[src/sv/bdht_pkg.sv]
// package: item types, register indexes and constants of the button debouncer
package bdht_pkg;

  typedef enum logic [1:0] {
    OP_SAMPLE       = 2'd0,
    OP_READ_PRESS   = 2'd1,
    OP_READ_RELEASE = 2'd2,
    OP_RESTART      = 2'd3
  } op_e;

  typedef enum logic {
    REG_TRIP_COUNT   = 1'b0,
    REG_ACTIVE_LEVEL = 1'b1
  } cfg_reg_e;

  typedef struct packed {
    op_e         operation;
    logic        pin_level;
    logic [31:0] time_us;
    logic        start_active;
  } in_item_t;

  typedef struct packed {
    logic        level_matches;
    logic        debounced_active;
    logic [15:0] held_ms;
    logic        event_flag;
    logic [15:0] released_held_ms;
  } out_item_t;

  typedef struct packed {
    logic [7:0] trip_count;
    logic       active_level;
  } cfg_t;

  localparam int unsigned CfgDataW = 8;

  localparam logic [7:0]  TRIP_COUNT_RST   = 8'd4;
  localparam logic        ACTIVE_LEVEL_RST = 1'b0;

  // x / 1000 == (x * MS_RECIP) >> MS_SHIFT for every 32-bit x
  localparam int unsigned MS_SHIFT = 38;
  localparam int unsigned ProdW    = 61;
  localparam logic [28:0] MS_RECIP = 29'd274877907;

  localparam logic [15:0] HELD_MAX = 16'hFFFF;

endpackage

[src/sv/bdht_held_calc.sv]
// elapsed milliseconds since press start, truncated to 16 bits
module bdht_held_calc import bdht_pkg::*; (
  input  logic [31:0] now_i,
  input  logic [31:0] start_i,
  output logic [15:0] fresh_ms_o
);

  logic [31:0]      elapsed;
  logic [ProdW-1:0] prod;

  assign elapsed    = now_i - start_i;
  assign prod       = ProdW'(elapsed) * ProdW'(MS_RECIP);
  assign fresh_ms_o = prod[MS_SHIFT +: 16];

endmodule

[src/sv/bdht_core.sv]
// debounce state, hold time and event flags, updated once per item
module bdht_core import bdht_pkg::*; (
  input  logic      clk_i,
  input  logic      rst_ni,
  input  logic      fire_i,
  input  in_item_t  item_i,
  input  cfg_t      cfg_i,
  output out_item_t res_o
);

  logic        state_q, state_d;
  logic [7:0]  count_q, count_d;
  logic [31:0] start_q, start_d;
  logic [15:0] held_q, held_d;
  logic [15:0] rel_held_q, rel_held_d;
  logic        press_q, press_d;
  logic        release_q, release_d;

  logic [15:0] fresh_ms;
  logic        lvl_hit;
  logic [7:0]  cnt;
  logic        flip;

  bdht_held_calc u_held_calc (
    .now_i      (item_i.time_us),
    .start_i    (start_q),
    .fresh_ms_o (fresh_ms)
  );

  assign lvl_hit = (item_i.pin_level == cfg_i.active_level);
  assign cnt     = (lvl_hit != state_q) ? count_q + 8'd1 : 8'd0;
  assign flip    = (cnt >= cfg_i.trip_count);

  always_comb begin
    state_d    = state_q;
    count_d    = count_q;
    start_d    = start_q;
    held_d     = held_q;
    rel_held_d = rel_held_q;
    press_d    = press_q;
    release_d  = release_q;
    res_o      = '0;
    case (item_i.operation)
      OP_SAMPLE: begin
        res_o.level_matches = lvl_hit;
        count_d = flip ? 8'd0 : cnt;
        if (flip && !state_q) begin
          // press: elapsed time starts at zero, reported as one
          state_d = 1'b1;
          start_d = item_i.time_us;
          press_d = 1'b1;
          held_d  = 16'd1;
        end else if (flip) begin
          state_d    = 1'b0;
          release_d  = 1'b1;
          rel_held_d = held_q;
          start_d    = '0;
          held_d     = '0;
        end else if (state_q) begin
          if (fresh_ms < held_q) begin
            held_d = HELD_MAX;
          end else if (fresh_ms == 16'd0) begin
            held_d = 16'd1;
          end else begin
            held_d = fresh_ms;
          end
        end else begin
          held_d = '0;
        end
      end
      OP_READ_PRESS: begin
        res_o.event_flag = press_q;
        press_d = 1'b0;
      end
      OP_READ_RELEASE: begin
        res_o.event_flag       = release_q;
        res_o.released_held_ms = release_q ? rel_held_q : 16'd0;
        release_d = 1'b0;
      end
      OP_RESTART: begin
        start_d    = item_i.time_us;
        held_d     = '0;
        rel_held_d = '0;
        press_d    = 1'b0;
        release_d  = 1'b0;
        count_d    = '0;
        state_d    = item_i.start_active;
      end
      default: begin
        state_d = state_q;
      end
    endcase
    res_o.debounced_active = state_d;
    res_o.held_ms          = held_d;
  end

  always_ff @(posedge clk_i or negedge rst_ni) begin
    if (!rst_ni) begin
      state_q    <= 1'b0;
      count_q    <= '0;
      start_q    <= '0;
      held_q     <= '0;
      rel_held_q <= '0;
      press_q    <= 1'b0;
      release_q  <= 1'b0;
    end else if (fire_i) begin
      state_q    <= state_d;
      count_q    <= count_d;
      start_q    <= start_d;
      held_q     <= held_d;
      rel_held_q <= rel_held_d;
      press_q    <= press_d;
      release_q  <= release_d;
    end
  end

endmodule

[src/sv/button_debounce_hold_timer_top.sv]
// top level: input register, debounce core, result register and config registers
// order: input register, core, result register; an output stall holds the item in place
// throughput: one item per cycle while the output is not stalled; the state update (subtract,
//   multiply by the reciprocal of 1000, compare) is combinational between the registers
// reset: asynchronous active low; clears all state and flags, debounce level
//   returns to 4 and active level to 0
module button_debounce_hold_timer_top import bdht_pkg::*; (
  input  logic                clk_i,
  input  logic                rst_ni,
  input  logic                in_valid_i,
  output logic                in_stall_o,
  input  in_item_t            in_item_i,
  output logic                out_valid_o,
  input  logic                out_stall_i,
  output out_item_t           out_item_o,
  input  logic                cfg_we_i,
  input  cfg_reg_e            cfg_index_i,
  input  logic [CfgDataW-1:0] cfg_data_i
);

  in_item_t  in_q;
  logic      in_valid_q;
  out_item_t out_q;
  logic      out_valid_q;
  cfg_t      cfg_q;
  out_item_t res;
  logic      fire;

  assign fire        = in_valid_q && (!out_valid_q || !out_stall_i);
  assign in_stall_o  = in_valid_q && !fire;
  assign out_valid_o = out_valid_q;
  assign out_item_o  = out_q;

  bdht_core u_core (
    .clk_i  (clk_i),
    .rst_ni (rst_ni),
    .fire_i (fire),
    .item_i (in_q),
    .cfg_i  (cfg_q),
    .res_o  (res)
  );

  always_ff @(posedge clk_i or negedge rst_ni) begin
    if (!rst_ni) begin
      in_valid_q <= 1'b0;
    end else if (in_valid_i && !in_stall_o) begin
      in_valid_q <= 1'b1;
    end else if (fire) begin
      in_valid_q <= 1'b0;
    end
  end

  always_ff @(posedge clk_i) begin
    if (in_valid_i && !in_stall_o) begin
      in_q <= in_item_i;
    end
  end

  always_ff @(posedge clk_i or negedge rst_ni) begin
    if (!rst_ni) begin
      out_valid_q <= 1'b0;
    end else if (fire) begin
      out_valid_q <= 1'b1;
    end else if (!out_stall_i) begin
      out_valid_q <= 1'b0;
    end
  end

  always_ff @(posedge clk_i) begin
    if (fire) begin
      out_q <= res;
    end
  end

  always_ff @(posedge clk_i or negedge rst_ni) begin
    if (!rst_ni) begin
      cfg_q.trip_count   <= TRIP_COUNT_RST;
      cfg_q.active_level <= ACTIVE_LEVEL_RST;
    end else if (cfg_we_i) begin
      case (cfg_index_i)
        REG_TRIP_COUNT:   cfg_q.trip_count   <= cfg_data_i;
        REG_ACTIVE_LEVEL: cfg_q.active_level <= cfg_data_i[0];
        default:          cfg_q              <= cfg_q;
      endcase
    end
  end

endmodule

[config.mk]
export PLATFORM = sky130hd
export DESIGN_NAME = button_debounce_hold_timer_top
export DESIGN_NICKNAME = d
export VERILOG_FILES = /design/src/sv/bdht_pkg.sv /design/src/sv/bdht_held_calc.sv /design/src/sv/bdht_core.sv /design/src/sv/button_debounce_hold_timer_top.sv
export SDC_FILE = /design/constraint.sdc
export NUM_CORES = 1
export LEC_CHECK = 0
export BUFFER_PORTS_ARGS = -buffer_cell sky130_fd_sc_hd__buf_2
export CAP_MARGIN = 40
export CORE_ASPECT_RATIO = 2
export CORE_MARGIN = 2
export CORE_UTILIZATION = 23
export DETAILED_ROUTE_END_ITERATION = 16
export GPL_TIMING_DRIVEN = 1
export PLACE_DENSITY_LB_ADDON = 0.3
export SYNTH_ARGS = -nofsm -noshare
export SYNTH_HDL_FRONTEND = slang
export SYNTH_HIERARCHICAL = 1
export SYNTH_SLANG_ARGS = --single-unit
[constraint.sdc]
create_clock -name clk_i -period 11 [get_ports clk_i]
set_input_delay 3.3 -clock clk_i [delete_from_list [all_inputs] [get_ports clk_i]]
set_output_delay 3.3 -clock clk_i [all_outputs]
set_load 0.02 [all_outputs]
==> results.cfg <==
[status]
status = complete, no violations

[die]
fp.coreArea_um2 = 92700
start_util = 0.232
die_y_um = 436
rows = 158
dieArea_um2 = 96000
ios = 87
die_x_um = 220

[synthesis]
avgSynthCellArea_um2 = 10.9
synth_flop_cell = dfrtp_1
syn-cell-area_um2 = 21500
yosys.area.top_type = fa_1
netlist_instances = 1970
synth_edf_count = 71
synthesis.nets = 2736
synth_top_area_share = 0.277
yosysWarnings = 6
ys_ff_latch = 157
async_flop_share = 0.548
ys_types = 79
seq_area_frac_synth = 0.200
synthTopCellsByArea = fa_1 28%, ha_1 24%, edfxtp_1 9.9%, dfrtp_1 9.9%, inv_1 7.2%

[layout]
utilization = 0.269
drive_gt1_frac = 0.139
num_antenna_cells = 0
fillCellCount = 9657
syn_to_final_growth_pct = 15.9
num-nets-final = 2886

[worst_setup_path]
path_class = flop to flop
cp-start-kind = flop
max_stage_delay_ns = 0.66
crit_required_ns = 11.27
r2r-start = in_q[1]
arrival_ns = 10.92
cp-startpoint = in_q[1]
crit_top_cell = fa_1
path_max_fanout = 15
endpoint_kind = flop
crit_slowest_cell = fa_2

[place]
portBuffers = 86
hpwlAfterDp_um = 55100
place_congestion = 0.896

[drt]
viasPerCell = 4.48
drt_iter0_markers = 467
wl_per_cell_um = 18.8
drtAntennaViolNets = 0
wl_um = 62700
vias = 14900
drc_errors = 0
drtPass1Iterations = 4

[sta]
finClkSkew_ns = 0.0175
fmax_mhz = 93.8
slew_headroom = 0.392
setup_viol = 0
tightest_slew_ns = 0.912
period_needed_ns = 10.66
hold_slack_ns = 0.489
finalHoldViolCount = 0
fin_tns_setup_ns = 0
report.final.slew_viol_count = 0
timing.final.crit_share = 0.969

[global_routing]
grt_pass1_wl_um = 95900
grtUsageTotal = 0.134
grt_pass1_vias = 16800
grt_overflow = 0
grt_max_degree = 60
antenna_found_initial = 1

[clock_tree]
clock-root-buffer = clkbuf_16
clock_latency_ns = 0.47
htree_num_levels = 4
clk_pin_slew_ns = 0.08
clockBufferDepth = 2
clock_sinks = 157
cts_made_buffers = 17
cts_tree = built
cts_hold_buf = 0

[flow_run]
cap_violations = 0

[worst_hold_path]
hold_path.class = flop to flop
hp-start = in_valid_q
## cells by family after synthesis
kind of cell,Yosys count,share of synthesized area
xor+xnor,64,0.0267
flops,157,0.200
buf+inv,453,0.0817
compound gates,311,0.105
fa+ha+maj,716,0.521
simple gates,260,0.0600
mux,9,0.00612
## worst paths after layout
path,to,slack [ns],cells past startpoint
max,out_item_o[19],0.34,40
min,out_valid_o,0.49,1
max reg2reg,out_item_o[19],0.34,40
min reg2reg,out_valid_o,0.49,1
max in group asynchronous,u_core/rel_held_q[9],7.03,2
min in group asynchronous,u_core/start_q[3],2.80,1
## per-layer routing
metal | vias up | part of all wire | GRT usage
met1 | 7646 | 0.32 | 0.119
met5 | - | 0.00021 | 0
li1 | 6909 | - | -
met4 | 2 | 0.044 | 0.0608
met2 | 273 | 0.62 | 0.285
met3 | 101 | 0.020 | 0.0152
## repair_timing
item / 4_1_cts / 5_1_grt
resized for setup: 1 / 72
gates cloned: 0 / 1
endpoints found under the setup margin: 25 / 32
pin swaps: 0 / 26
setup buffers: 2 / 9
## final cells by class
class                   instances  area (um2)  area share
multi-input cells            1360       15800       0.635
inverters                     415        1560      0.0626
clock inverters                14         203     0.00814
flip-flops and latches        157        4290       0.172
repair buffers                169        1110      0.0447
well taps                    1200        1500      0.0603
clock buffers                  18         429      0.0172
## critical path: cells and delay by family, from the launching register on
kind	cells	cell delay, ns
AOI/OAI and AO/OA	14	2.92
xor gates and xnor gates	2	0.40
adders and majority gates	12	5.01
buffers and inverters	6	0.66
DFF	1	0.36
and+or+nand+nor	6	1.08
## cell usage after synthesis, types with 17 or more instances
library cell and count:
ha_1 419, inv_1 414, fa_1 297, dfrtp_1 85, nand2_1 83, edfxtp_1 71, nor2_1 63, o21ai_0 60
a21oi_1 56, xnor2_1 48, a22o_1 40, a21o_1 23, clkbuf_1 23, and3_1 20, o221ai_1 17, o41ai_1 17
## through the flow
| step | instances | worst slack [ns] | cell area (um2) |
|---|---|---|---|
| 3_3_place_gp | 3284 | -0.0393 | 23700 |
| 6_report | 3333 | 0.344 | 24900 |
| 4_1_cts | 3323 | 0.00934 | 24500 |
| 5_1_grt | 3333 | -0.0222 | 24900 |
| 3_5_place_dp | 3289 | -0.0957 | 23800 |
| 2_1_floorplan | 1970 | 0.663 | 21500 |
## cells in the final DEF (no fill, tap or decap), types with 5 or more instances in the layout
| cell | instances |
|---|---|
| o21ai_0 | 53 |
| edfxtp_1 | 71 |
| ha_4 | 8 |
| mux2_4 | 8 |
| clkbuf_16 | 17 |
| and3_1 | 20 |
| and2_1 | 6 |
| o21ai_2 | 12 |
| o221ai_1 | 17 |
| nand2b_1 | 11 |
| o21ai_1 | 12 |
| nor2b_1 | 14 |
| a31oi_1 | 5 |
| o21a_1 | 10 |
| xnor2_2 | 9 |
| o211ai_1 | 5 |
| xor2_1 | 15 |
| dfrtp_1 | 85 |
| xnor2_1 | 39 |
| o41ai_1 | 17 |
| nand4_1 | 8 |
| nand3_1 | 14 |
| inv_1 | 414 |
| fa_1 | 293 |
| nor2_1 | 63 |
| buf_2 | 86 |
| a211oi_1 | 7 |
| a21oi_1 | 51 |
| a21o_1 | 23 |
| nor3_1 | 7 |
| nand2_1 | 82 |
| nor4_1 | 7 |
| ha_1 | 408 |
| buf_4 | 76 |
| a22o_1 | 40 |
| a21oi_2 | 7 |
## sequential cells by signal (all words and copies together), names as in the netlist
register / flops
u_core/start_q: 32
u_core/state_q: 1
u_core/rel_held_q: 16
out_valid_o: 1
u_core/release_q: 1
in_valid_q: 1
u_core/press_q: 1
u_core/held_q: 16
u_core/count_q: 8
in_q: 36
out_item_o: 35
cfg_q: 9
Power is not shown: default switching activity piles up to over one toggle a cycle in this logic, so the estimate is an artifact.
